[src/design/jsu_pkg.sv]
package jsu_pkg;

    localparam int MAX_RES = 5;
    localparam int RES_IDX_W = $clog2(MAX_RES);
    localparam int RES_CNT_W = $clog2(MAX_RES + 1);

    typedef enum logic [3:0] {
        M_IDLE  = 4'd0,
        M_TEXT  = 4'd1,
        M_ESC   = 4'd2,
        M_HEX   = 4'd3,
        M_WIN   = 4'd4,
        M_DRAIN = 4'd5
    } t_mode;

    localparam logic [1:0] KIND_DATA  = 2'd0;
    localparam logic [1:0] KIND_CLOSE = 2'd1;
    localparam logic [1:0] KIND_ERR   = 2'd2;

    localparam logic [3:0] ERR_NONE       = 4'd0;
    localparam logic [3:0] ERR_NO_OPEN    = 4'd1;
    localparam logic [3:0] ERR_CTRL       = 4'd2;
    localparam logic [3:0] ERR_ESC_TRUNC  = 4'd3;
    localparam logic [3:0] ERR_BAD_ESC    = 4'd4;
    localparam logic [3:0] ERR_UNI_TRUNC  = 4'd5;
    localparam logic [3:0] ERR_BAD_HEX    = 4'd6;
    localparam logic [3:0] ERR_HI_UNPAIR  = 4'd7;
    localparam logic [3:0] ERR_BAD_LO     = 4'd8;
    localparam logic [3:0] ERR_LONE_LO    = 4'd9;
    localparam logic [3:0] ERR_UNTERM     = 4'd10;

    localparam logic [1:0] WF_NONE    = 2'd0;
    localparam logic [1:0] WF_UNPAIR  = 2'd1;
    localparam logic [1:0] WF_BAD_HEX = 2'd2;

    localparam logic [7:0] CH_QUOTE = 8'h22;
    localparam logic [7:0] CH_BSL   = 8'h5c;
    localparam logic [7:0] CH_SLASH = 8'h2f;
    localparam logic [7:0] CH_U     = 8'h75;
    localparam logic [7:0] CH_B     = 8'h62;
    localparam logic [7:0] CH_F     = 8'h66;
    localparam logic [7:0] CH_N     = 8'h6e;
    localparam logic [7:0] CH_R     = 8'h72;
    localparam logic [7:0] CH_T     = 8'h74;
    localparam logic [7:0] CH_SPACE = 8'h20;

    localparam logic [15:0] SUR_HI_LO = 16'hd800;
    localparam logic [15:0] SUR_HI_HI = 16'hdbff;
    localparam logic [15:0] SUR_LO_LO = 16'hdc00;
    localparam logic [15:0] SUR_LO_HI = 16'hdfff;

    typedef struct packed {
        logic [2:0]      cnt;
        logic [3:0][7:0] bytes;
    } t_enc;

    // 16 = not a hex digit
    function automatic logic [4:0] hex_value(input logic [7:0] b);
        logic [4:0] v;
        v = 5'd16;
        if (b inside {[8'h30:8'h39]}) begin
            v = 5'(b - 8'h30);
        end else if (b inside {[8'h61:8'h66]}) begin
            v = 5'(b - 8'h57);
        end else if (b inside {[8'h41:8'h46]}) begin
            v = 5'(b - 8'h37);
        end
        return v;
    endfunction

    function automatic t_enc utf8_encode(input logic [20:0] cp);
        t_enc e;
        e.bytes = '0;
        if (cp <= 21'h7f) begin
            e.cnt = 3'd1;
            e.bytes[0] = cp[7:0];
        end else if (cp <= 21'h7ff) begin
            e.cnt = 3'd2;
            e.bytes[0] = {3'b110, cp[10:6]};
            e.bytes[1] = {2'b10, cp[5:0]};
        end else if (cp <= 21'hffff) begin
            e.cnt = 3'd3;
            e.bytes[0] = {4'b1110, cp[15:12]};
            e.bytes[1] = {2'b10, cp[11:6]};
            e.bytes[2] = {2'b10, cp[5:0]};
        end else begin
            e.cnt = 3'd4;
            e.bytes[0] = {5'b11110, cp[20:18]};
            e.bytes[1] = {2'b10, cp[17:12]};
            e.bytes[2] = {2'b10, cp[11:6]};
            e.bytes[3] = {2'b10, cp[5:0]};
        end
        return e;
    endfunction

endpackage

[src/design/json_string_unescape_utf8_core.sv]
// channel | valid       | ready       | payload
// input   | i_in_valid  | o_in_ready  | i_in_byte, i_in_final
// output  | o_out_valid | i_out_ready | o_out_kind, o_out_data, o_error_code, o_out_last
//
// One input byte per cycle when each byte gives at most one word and the output is not stalled.
// A byte that gives n words (up to 5: a 4-byte UTF-8 sequence and an error)
// holds the input while the result buffer drains.
// Decoding is done at accept time; the result buffer is the only output stage.
// Reset (synchronous, active low) returns to waiting for an opening quote.
// Output stalls back up into the input only through the result buffer.
module json_string_unescape_utf8_core (
    input  logic       i_clk,
    input  logic       i_rst_n,
    input  logic       i_in_valid,
    output logic       o_in_ready,
    input  logic [7:0] i_in_byte,
    input  logic       i_in_final,
    output logic       o_out_valid,
    input  logic       i_out_ready,
    output logic [1:0] o_out_kind,
    output logic [7:0] o_out_data,
    output logic [3:0] o_error_code,
    output logic       o_out_last
);
    import jsu_pkg::*;

    t_mode r_mode, n_mode;
    logic [15:0] r_hex, n_hex;
    logic [2:0]  r_dcnt, n_dcnt;
    logic [9:0]  r_hh, n_hh;
    logic [1:0]  r_wf, n_wf;

    logic [1:0] r_kind [MAX_RES];
    logic [7:0] r_data [MAX_RES];
    logic [3:0] r_code [MAX_RES];
    logic [RES_CNT_W-1:0] r_cnt;
    logic [RES_IDX_W-1:0] r_idx;

    logic accept;
    logic fin;
    logic [7:0] b;
    logic [4:0] hv;
    logic [15:0] acc;
    logic [2:0] cnt;
    logic [1:0] wf;
    logic [20:0] cp;
    t_enc enc;
    logic use_enc;
    logic [2:0] nd;
    logic [7:0] d0;
    logic do_fail;
    logic do_close;
    logic [3:0] fcode;
    logic [RES_CNT_W-1:0] nres;
    logic [15:0] lo_off;

    assign b   = i_in_byte;
    assign fin = i_in_final;

    always_comb begin
        n_mode   = r_mode;
        n_hex    = r_hex;
        n_dcnt   = r_dcnt;
        n_hh     = r_hh;
        n_wf     = r_wf;
        hv       = hex_value(b);
        acc      = r_hex;
        cnt      = r_dcnt + 3'd1;
        wf       = r_wf;
        cp       = '0;
        use_enc  = 1'b0;
        nd       = 3'd0;
        d0       = b;
        do_fail  = 1'b0;
        do_close = 1'b0;
        fcode    = ERR_NONE;
        lo_off   = '0;
        case (r_mode)
            M_IDLE: begin
                if (b != CH_QUOTE) begin
                    do_fail = 1'b1;
                    fcode = ERR_NO_OPEN;
                end else if (fin) begin
                    do_fail = 1'b1;
                    fcode = ERR_UNTERM;
                end else begin
                    n_mode = M_TEXT;
                end
            end
            M_TEXT: begin
                if (b == CH_QUOTE) begin
                    do_close = 1'b1;
                    n_mode = M_IDLE;
                end else if (b < CH_SPACE) begin
                    do_fail = 1'b1;
                    fcode = ERR_CTRL;
                end else if (b == CH_BSL) begin
                    if (fin) begin
                        do_fail = 1'b1;
                        fcode = ERR_ESC_TRUNC;
                    end else begin
                        n_mode = M_ESC;
                    end
                end else begin
                    nd = 3'd1;
                    if (fin) begin
                        do_fail = 1'b1;
                        fcode = ERR_UNTERM;
                    end
                end
            end
            M_ESC: begin
                if (b == CH_U) begin
                    n_hex  = '0;
                    n_dcnt = '0;
                    n_hh   = '0;
                    n_wf   = WF_NONE;
                    n_mode = M_HEX;
                    if (fin) begin
                        do_fail = 1'b1;
                        fcode = ERR_UNI_TRUNC;
                    end
                end else begin
                    nd = 3'd1;
                    case (b)
                        CH_QUOTE, CH_BSL, CH_SLASH: d0 = b;
                        CH_B:    d0 = 8'h08;
                        CH_F:    d0 = 8'h0c;
                        CH_N:    d0 = 8'h0a;
                        CH_R:    d0 = 8'h0d;
                        CH_T:    d0 = 8'h09;
                        default: nd = 3'd0;
                    endcase
                    if (nd == 3'd0) begin
                        do_fail = 1'b1;
                        fcode = ERR_BAD_ESC;
                    end else begin
                        n_mode = M_TEXT;
                        if (fin) begin
                            do_fail = 1'b1;
                            fcode = ERR_UNTERM;
                        end
                    end
                end
            end
            M_HEX: begin
                acc = {r_hex[11:0], hv[3:0]};
                if (hv[4]) begin
                    do_fail = 1'b1;
                    fcode = ERR_BAD_HEX;
                end else if (cnt < 3'd4) begin
                    n_hex  = acc;
                    n_dcnt = cnt;
                    if (fin) begin
                        do_fail = 1'b1;
                        fcode = ERR_UNI_TRUNC;
                    end
                end else if (acc >= SUR_HI_LO && acc <= SUR_HI_HI) begin
                    if (fin) begin
                        do_fail = 1'b1;
                        fcode = ERR_HI_UNPAIR;
                    end else begin
                        n_hex  = '0;
                        n_dcnt = '0;
                        n_wf   = WF_NONE;
                        n_hh   = acc[9:0];
                        n_mode = M_WIN;
                    end
                end else if (acc >= SUR_LO_LO && acc <= SUR_LO_HI) begin
                    do_fail = 1'b1;
                    fcode = ERR_LONE_LO;
                end else begin
                    cp      = {5'd0, acc};
                    use_enc = 1'b1;
                    n_hex   = '0;
                    n_dcnt  = '0;
                    n_hh    = '0;
                    n_wf    = WF_NONE;
                    n_mode  = M_TEXT;
                    if (fin) begin
                        do_fail = 1'b1;
                        fcode = ERR_UNTERM;
                    end
                end
            end
            M_WIN: begin
                // first fault in the window is latched and reported at its end
                if (r_wf == WF_NONE) begin
                    if (r_dcnt == 3'd0 && b != CH_BSL) begin
                        wf = WF_UNPAIR;
                    end else if (r_dcnt == 3'd1 && b != CH_U) begin
                        wf = WF_UNPAIR;
                    end else if (r_dcnt >= 3'd2) begin
                        if (hv[4]) begin
                            wf = WF_BAD_HEX;
                        end else begin
                            acc = {r_hex[11:0], hv[3:0]};
                        end
                    end
                end
                if (cnt < 3'd6) begin
                    n_wf   = wf;
                    n_hex  = acc;
                    n_dcnt = cnt;
                    if (fin) begin
                        do_fail = 1'b1;
                        fcode = ERR_HI_UNPAIR;
                    end
                end else if (wf == WF_UNPAIR) begin
                    do_fail = 1'b1;
                    fcode = ERR_HI_UNPAIR;
                end else if (wf != WF_NONE) begin
                    do_fail = 1'b1;
                    fcode = ERR_BAD_HEX;
                end else if (acc < SUR_LO_LO || acc > SUR_LO_HI) begin
                    do_fail = 1'b1;
                    fcode = ERR_BAD_LO;
                end else begin
                    // 0x10000 + (hh << 10) + low offset
                    lo_off  = acc - SUR_LO_LO;
                    cp      = {11'(r_hh) + 11'd64, lo_off[9:0]};
                    use_enc = 1'b1;
                    n_hex   = '0;
                    n_dcnt  = '0;
                    n_hh    = '0;
                    n_wf    = WF_NONE;
                    n_mode  = M_TEXT;
                    if (fin) begin
                        do_fail = 1'b1;
                        fcode = ERR_UNTERM;
                    end
                end
            end
            M_DRAIN: begin
                if (fin) begin
                    n_mode = M_IDLE;
                end
            end
            default: begin
                n_mode = M_IDLE;
                n_hex  = '0;
                n_dcnt = '0;
                n_hh   = '0;
                n_wf   = WF_NONE;
            end
        endcase
        enc = utf8_encode(cp);
        if (use_enc) begin
            nd = enc.cnt;
        end else begin
            enc.bytes[0] = d0;
        end
        if (do_fail) begin
            n_mode = fin ? M_IDLE : M_DRAIN;
            n_hex  = '0;
            n_dcnt = '0;
            n_hh   = '0;
            n_wf   = WF_NONE;
        end
        nres = RES_CNT_W'(nd) + RES_CNT_W'(do_fail || do_close);
    end

    // input is taken when the buffer is empty or its last word leaves now
    assign o_out_valid = (RES_CNT_W'(r_idx) != r_cnt);
    assign o_out_last  = (RES_CNT_W'(r_idx) == r_cnt - RES_CNT_W'(1));
    assign o_in_ready  = !o_out_valid || (i_out_ready && o_out_last);
    assign accept      = i_in_valid && o_in_ready;

    assign o_out_kind   = r_kind[r_idx];
    assign o_out_data   = r_data[r_idx];
    assign o_error_code = r_code[r_idx];

    always_ff @(posedge i_clk) begin
        if (!i_rst_n) begin
            r_mode <= M_IDLE;
            r_hex  <= '0;
            r_dcnt <= '0;
            r_hh   <= '0;
            r_wf   <= WF_NONE;
            r_cnt  <= '0;
            r_idx  <= '0;
        end else if (accept) begin
            r_mode <= n_mode;
            r_hex  <= n_hex;
            r_dcnt <= n_dcnt;
            r_hh   <= n_hh;
            r_wf   <= n_wf;
            r_cnt  <= nres;
            r_idx  <= '0;
        end else if (o_out_valid && i_out_ready) begin
            r_idx <= r_idx + RES_IDX_W'(1);
        end
    end

    always_ff @(posedge i_clk) begin
        if (accept) begin
            for (int k = 0; k < MAX_RES; k++) begin
                if (k < int'(nd)) begin
                    r_kind[k] <= KIND_DATA;
                    r_data[k] <= (k < 4) ? enc.bytes[k[1:0]] : 8'd0;
                    r_code[k] <= ERR_NONE;
                end else begin
                    r_kind[k] <= do_fail ? KIND_ERR : KIND_CLOSE;
                    r_data[k] <= 8'd0;
                    r_code[k] <= do_fail ? fcode : ERR_NONE;
                end
            end
        end
    end

    a_idx_bound: assert property (@(posedge i_clk) disable iff (!i_rst_n)
        RES_CNT_W'(r_idx) <= r_cnt)
        else $error("result index past count");

    a_tail_last: assert property (@(posedge i_clk) disable iff (!i_rst_n)
        o_out_valid && o_out_kind != KIND_DATA |-> o_out_last)
        else $error("close or error word not last");

    a_burst_cont: assert property (@(posedge i_clk) disable iff (!i_rst_n)
        o_out_valid && i_out_ready && !o_out_last |=> o_out_valid)
        else $error("burst ended before last word");

    a_drain_quiet: assert property (@(posedge i_clk) disable iff (!i_rst_n)
        accept && r_mode == M_DRAIN |=> !o_out_valid)
        else $error("word produced while draining");

    a_no_data_zero: assert property (@(posedge i_clk) disable iff (!i_rst_n)
        o_out_valid && o_out_kind != KIND_DATA |-> o_out_data == 8'd0)
        else $error("nonzero data on non-data word");

endmodule

[config.mk]
export PLATFORM = sky130hd
export DESIGN_NAME = json_string_unescape_utf8_core
export DESIGN_NICKNAME = d
export VERILOG_FILES = /design/src/design/jsu_pkg.sv /design/src/design/json_string_unescape_utf8_core.sv
export SDC_FILE = /design/constraint.sdc
export NUM_CORES = 1
export LEC_CHECK = 0
export ABC_AREA = 0
export BUFFER_PORTS_ARGS = -buffer_cell sky130_fd_sc_hd__buf_4
export CAP_MARGIN = 0
export CORE_MARGIN = 2
export CORE_UTILIZATION = 25
export CTS_BUF_LIST = sky130_fd_sc_hd__clkbuf_4 sky130_fd_sc_hd__clkbuf_8 sky130_fd_sc_hd__clkbuf_16
export CTS_CLUSTER_DIAMETER = 100
export DETAILED_ROUTE_END_ITERATION = 7
export GPL_ROUTABILITY_DRIVEN = 0
export PLACE_DENSITY = 0.39
export RECOVER_POWER = 50
export SLEW_MARGIN = 20
export SYNTH_ARGS = -nofsm -noshare
export SYNTH_HDL_FRONTEND = slang
export SYNTH_SLANG_ARGS = --single-unit
[constraint.sdc]
create_clock -name i_clk -period 4.1 [get_ports i_clk]
set_clock_uncertainty 0.05 [all_clocks]
set_input_delay 0.205 -clock i_clk [delete_from_list [all_inputs] [get_ports i_clk]]
set_output_delay 0.205 -clock i_clk [all_outputs]
set_load 0.05 [all_outputs]
---- After elaboration in Yosys (flattened, before gate mapping) ----
Memories as Yosys holds them, arrays and structs flattened. A register that Yosys moved wholly into a read port is not among the register bits.
Index checks and enable logic that the tools add are counted.
W data, S select, Z words.
cells by class
  reductions and logical operators ........ 26
  bitwise operators ....................... 16
  muxes and demuxes ....................... 213
  add/sub/neg operators ................... 9
  eq/ne operators ......................... 43
  order comparisons ....................... 24
operators by type and width
  cell                    number
  $mux W16                23
  $mux W4                 40
  $mux W10                11
  $mux W21                4
  $mux W3                 27
  $mux W8                 10
  $pmux W16 S4            1
  $mux W1                 58
  $eq A8 B7 Y1 const B    7
  $mux W2                 24
  $pmux W21 S2            1
  $pmux W10 S4            1
  $pmux W8 S5             1
  $ne A4 B4 Y1 const B    9
  $ge A16 B16 Y1 const B  2
  $le A16 B16 Y1 const B  2
  $ne A3 B3 Y1 const B    10
  $mux W24                1
  $pmux W4 S6             1
  $mux W22                1
  $le A21 B11 Y1 const B  1
  $le A21 B16 Y1 const B  1
  $le A21 B7 Y1 const B   1
  $pmux W4 S5             1
  52 further kinds        93
word-level totals
  bits in writable memories ............... 70
  memories kept ........................... 3
  word-level logic and storage cells ...... 341
  output and inout bits ................... 17
  input bits .............................. 13
  bits in registers ....................... 41
memory list
  name    depth  width  rd ports  clocked after memory_dff  wr ports  RTL line                              text
  r_data  5      8      1         1                         5         json_string_unescape_utf8_core.sv:34  logic [7:0] r_data [MAX_RES];
  r_code  5      4      1         1                         5         json_string_unescape_utf8_core.sv:35  logic [3:0] r_code [MAX_RES];
  r_kind  5      2      1         1                         5         json_string_unescape_utf8_core.sv:33  logic [1:0] r_kind [MAX_RES];

---- Depth between registers and ports, before layout ----
  depth after elaboration ................. 28
  depth in mapped cells ................... 19
  mapped depth without buffers ............ 16

---- Worst setup path before layout ----
Ideal clock, no wire load.
  path type ............................... register to register
  start point ............................. reg r_cnt[0]
  end point ............................... mem r_code[0][2] (data pin)
  setup slack ............................. -1.654 ns
  period minus slack after synthesis ...... 5.754 ns
  arrival time ............................ 5.557 ns
  library setup time ...................... 0.147 ns
  path buffers ............................ 1
  data required time ...................... 3.903 ns
  stages on the path, launching flop included .. 14
  path through ............................ dfxtp_1 inv_1 ha_1 xnor2_1 nor3_1 nand2_1 nand2_1 nand2_1 inv_1 clkbuf_1 nand2_1 inv_1 nand2_1 a21oi_1
RTL lines
  what                    RTL line                               text
  from (decl)             json_string_unescape_utf8_core.sv:36   logic [RES_CNT_W-1:0] r_cnt;
  from (signal assigned)  json_string_unescape_utf8_core.sv:288  r_cnt <= nres;
  to (decl)               json_string_unescape_utf8_core.sv:35

---- Worst setup path after layout ----
  start point ............................. reg r_dcnt[0]
  end point ............................... reg r_cnt[2]
between the ends
  longest elaborated chain between the ends .. 19
  elaborated cells between the ends (all ways) .. 54
  those cells by class .................... 3 x add/sub; 8 x order compare; 2 x eq/ne; 35 x mux; 6 x reduce/logical
RTL lines
  what                                              RTL line                                                                      text
  from (decl)                                       json_string_unescape_utf8_core.sv:29                                          logic [2:0] r_dcnt, n_dcnt;
  from (signal assigned)                            json_string_unescape_utf8_core.sv:285                                         r_dcnt <= n_dcnt;
  $ge A3 B2 Y1 or $eq A3 B1 Y1 (tied branches)      json_string_unescape_utf8_core.sv:193, json_string_unescape_utf8_core.sv:191
  $mux W16 or $logic_and A1 B1 Y1 (tied branches)   json_string_unescape_utf8_core.sv:193, json_string_unescape_utf8_core.sv:191
  $mux W16                                          json_string_unescape_utf8_core.sv:191                                         end else if (r_dcnt == 3'd1 && b != CH_U) begin
  $mux W16                                          json_string_unescape_utf8_core.sv:189                                         if (r_dcnt == 3'd0 && b != CH_BSL) begin
  $mux W16                                          json_string_unescape_utf8_core.sv:188                                         if (r_wf == WF_NONE) begin
  $mux W16                                          json_string_unescape_utf8_core.sv:78                                          case (r_mode)
  $lt A16 B16 Y1 or $gt A16 B16 Y1 (tied branches)  json_string_unescape_utf8_core.sv:215                                         end else if (acc < SUR_LO_LO || acc > SUR_LO_HI) begin
  $logic_or A1 B1 Y1                                json_string_unescape_utf8_core.sv:215
  [3 not listed]                                    n/a
  $mux W21                                          json_string_unescape_utf8_core.sv:201                                         if (cnt < 3'd6) begin
  $pmux W21 S2                                      json_string_unescape_utf8_core.sv:78
  $le A21 B16 Y1                                    jsu_pkg.sv:81                                                                 end else if (cp <= 21'hffff) begin
  $mux W3                                           jsu_pkg.sv:81
  $mux W3                                           jsu_pkg.sv:77                                                                 end else if (cp <= 21'h7ff) begin
  $mux W3                                           jsu_pkg.sv:74                                                                 if (cp <= 21'h7f) begin
  $mux W3                                           json_string_unescape_utf8_core.sv:248                                         if (use_enc) begin
  $add A3 B1 Y3 (*)                                 json_string_unescape_utf8_core.sv:260                                         nres = RES_CNT_W'(nd) + RES_CNT_W'(do_fail || do_close);
Every way passes the cells marked *; elsewhere a longest branch is shown, timed or not. The select of a mux whose other input is x is not followed.
A chain may end at the register's enable or synchronous reset.

==> results.toml <==
[setup_path]
max_stage_delay_ns = 0.72
arrival_ns = 3.88
end_kind = "register"
cp.required_ns = 4.31
start_kind = "register"
cp_top_family = "compound AO/OA/AOI/OAI gates"
path_max_fanout = 6
critPathSlowestCell = "a2111oi_0"
path_common_cell = "ha_1"
crit_type = "register to register"
timing.critical_path.buf_inv = 2
worstPathCellList = "ha_1 > xor2_1 > buf_4 > and2_1 > o21ai_0 > a2111oi_0 > clkbuf_1 > a31o_2 > nand2_1 > a21oi_1 > ha_1 > ha_1 > xnor2_1 > nand2_1 > o211a_1"

[cts]
numClockSinks = 102
cts_resized = 0
cts_root_buf = "clkbuf_16"
hold_buffers = 0
cts_setup_buffers = 0
htreeDepth = 3
cts_buffers = 9
clk_pin_slew_worst_paths_ns = 0.08
clkLatencyLatePin_ns = 0.36
cts_tree = "yes"
cts_max_path_buffers = 2

[synthesis]
yosys_warnings = 0
ys_ff_latch = 102
syn_inst = 643
syn_area_per_cell_um2 = 9.62
muxShareOfSynthArea = 0.0702
synth_top_family_by_area = "compound AO/OA/AOI/OAI gates"
synth-xor-area-share = 0.0170
yosysTopAreaCell = "edfxtp_1"
synth_top_cell_area_share = 0.286
synth_cell_type_count = 85
ys_top_cells_by_count = "59 x edfxtp_1, 59 x nand2_1, 59 x nor2_1, 43 x dfxtp_1, 36 x o21ai_0"
yosys.area_share.simple = 0.196
synth_edf_count = 59
synthAdderAreaFrac = 0.0243
yosys-top-cells-area = "edfxtp_1 29%, dfxtp_1 14%, mux4_2 4.7%"
synthArstFlopShare = 0
syn_nets = 668
synth_compound_area_frac = 0.222
synth_seq_area_share = 0.425
synth_ff_type = "edfxtp_1"
netlist_area_um2 = 6190

[detailed_routing]
dr.first_iter.drc_count = 448
wl_per_cell_um = 19.5
totalWireLength_um = 19600
avgViaCountPerCell = 5.28
drc = 0
antenna_left = 0
drtPass1Iterations = 5
via_count = 5305

[timing]
slew_headroom = 0.340
slew_viol_final = 0
rsz0062_at_grt = "false"
hold_slack_ns = 0.110
hold_viol_final = 0
min_period_ns = 3.67
setup_viol = 0
fin_crit_sh = 0.895
max_freq_mhz = 272
setup_ws_ns = 0.429
finalSetupTns_ns = 0
worst_slew_pin_slew_ns = 0.988

[global_route]
grt_start_max_net_pins = 34
grt_pass1_wl_um = 30900
grt_use_total = 0.154
grt-ovfl-total = 0
antenna_found_initial = 0
grt_pass1_vias = 5137

[final_layout]
stdcell_count = 1004
drive_above_1_share = 0.154
finalInstanceArea_um2 = 7080
post-route-util = 0.291
area_growth_pct = 14.4
insertedDiodeCount = 0
fin_nets = 700

[floorplan]
dieWidth_um = 161
placementRows = 57
die_area_um2 = 26000
core_um2 = 24300
die_y_um = 161
pin_count = 30
start_util = 0.254

[flow_run]
cap_viol_max_count = 0

[placed_design]
placed_cell_area_um2 = 6870
dp_cells = 988
dp_hpwl_um = 14700
portBuffers = 29
post-place-ws_ns = 0.262

[min_path]
hold_class = "input pin to register"

[pwr]
ir_worst_vdd_v = 0.000221
p_per_area_nw_per_um2 = 600
p_total_mw = 4.24
p_leak_nw = 2.42

[outcome]
outcome = "completed"
[cell usage in the layout (no fill, tap or decap), types with 4 or more instances in the layout]
cell,synthesis,layout
nand2_1,59,60
nor2_1,59,59
edfxtp_1,59,59
dfxtp_1,43,43
buf_4,1,43
o21ai_0,36,35
a21oi_1,34,34
nand3_1,28,28
a22o_1,22,22
nor3_1,21,21
inv_1,19,19
clkbuf_1,26,17
a211oi_1,14,14
nor2b_1,13,13
mux4_2,13,13
ha_1,12,12
and2_1,11,11
a22oi_1,11,11
mux2_2,9,9
clkbuf_16,0,9
xnor2_1,7,7
and3_1,6,6
o21a_1,6,6
xor2_1,5,5
nand4_1,5,5
o31ai_1,5,5
nor4b_1,4,4
nand2b_1,4,4
nand3b_1,4,4
or2_2,4,4
a21o_1,4,4
a32oi_1,4,4
mux2i_1,4,4
[kinds of logic after synthesis]
logic type      Yosys count
simple gates            241
compound gates          187
flops                   102
buf+inv                  63
mux                      26
xor+xnor                 12
fa+ha+maj                12
[power breakdown]
group | internal (mW) | total, mW | switching (mW)
logic | 0.525 | 1.76 | 1.23
registers | 1.49 | 1.64 | 0.150
clock network | 0.427 | 0.852 | 0.425
total | 2.44 | 4.24 | 1.81
[layout make-up]
| type | instances | area [um^2] |
|---|---|---|
| clock inverters | 7 | 67.6 |
| fillers | 2549 | 17200 |
| repair buffers | 62 | 397 |
| well taps | 324 | 405 |
| flip-flops and latches | 102 | 2630 |
| inverters | 22 | 82.6 |
| clock buffers | 9 | 225 |
| multi-input cells | 478 | 3270 |
[per-layer routing]
layer / up-vias / global-route usage / wire length (um)
li1: 2498 / - / -
met1: 2611 / 0.222 / 9370
met2: 172 / 0.238 / 8910
met3: 24 / 0.0241 / 912
met4: 0 / 0.0483 / 418
met5: - / 0 / 0
[sequential cells by signal, summed over array words and instances, names as in the netlist, named ones only]
name	cells
r_dcnt	3
r_data	29
r_wf	2
r_code	20
r_mode	3
r_cnt	3
r_hh	10
r_hex	16
r_idx	3
r_kind	10
[path summary, 6_finish.rpt]
kind,startpoint,to,slack [ns],cells after the start
max reg2reg,r_dcnt[0]$_SDFFE_PN0P_,r_cnt[2]$_SDFFE_PN0P_,0.43,15
min reg2reg,r_hex[14]$_SDFFE_PN0P_,r_hex[14]$_SDFFE_PN0P_,0.44,1
max,r_dcnt[0]$_SDFFE_PN0P_,r_cnt[2]$_SDFFE_PN0P_,0.43,15
min,i_out_ready,r_idx[1]$_SDFFE_PP0P_,0.11,3
[worst reg2reg max path: cells and delay by family (launching register included)]
| kind | cells | cell delay [ns] |
|---|---|---|
| compound gates | 5 | 1.47 |
| fa+ha+maj | 3 | 0.54 |
| buf+inv | 2 | 0.43 |
| simple gates | 3 | 0.42 |
| flops | 1 | 0.41 |
| xor+xnor | 2 | 0.26 |
No activity file was read; power rests on OpenSTA's default activity.
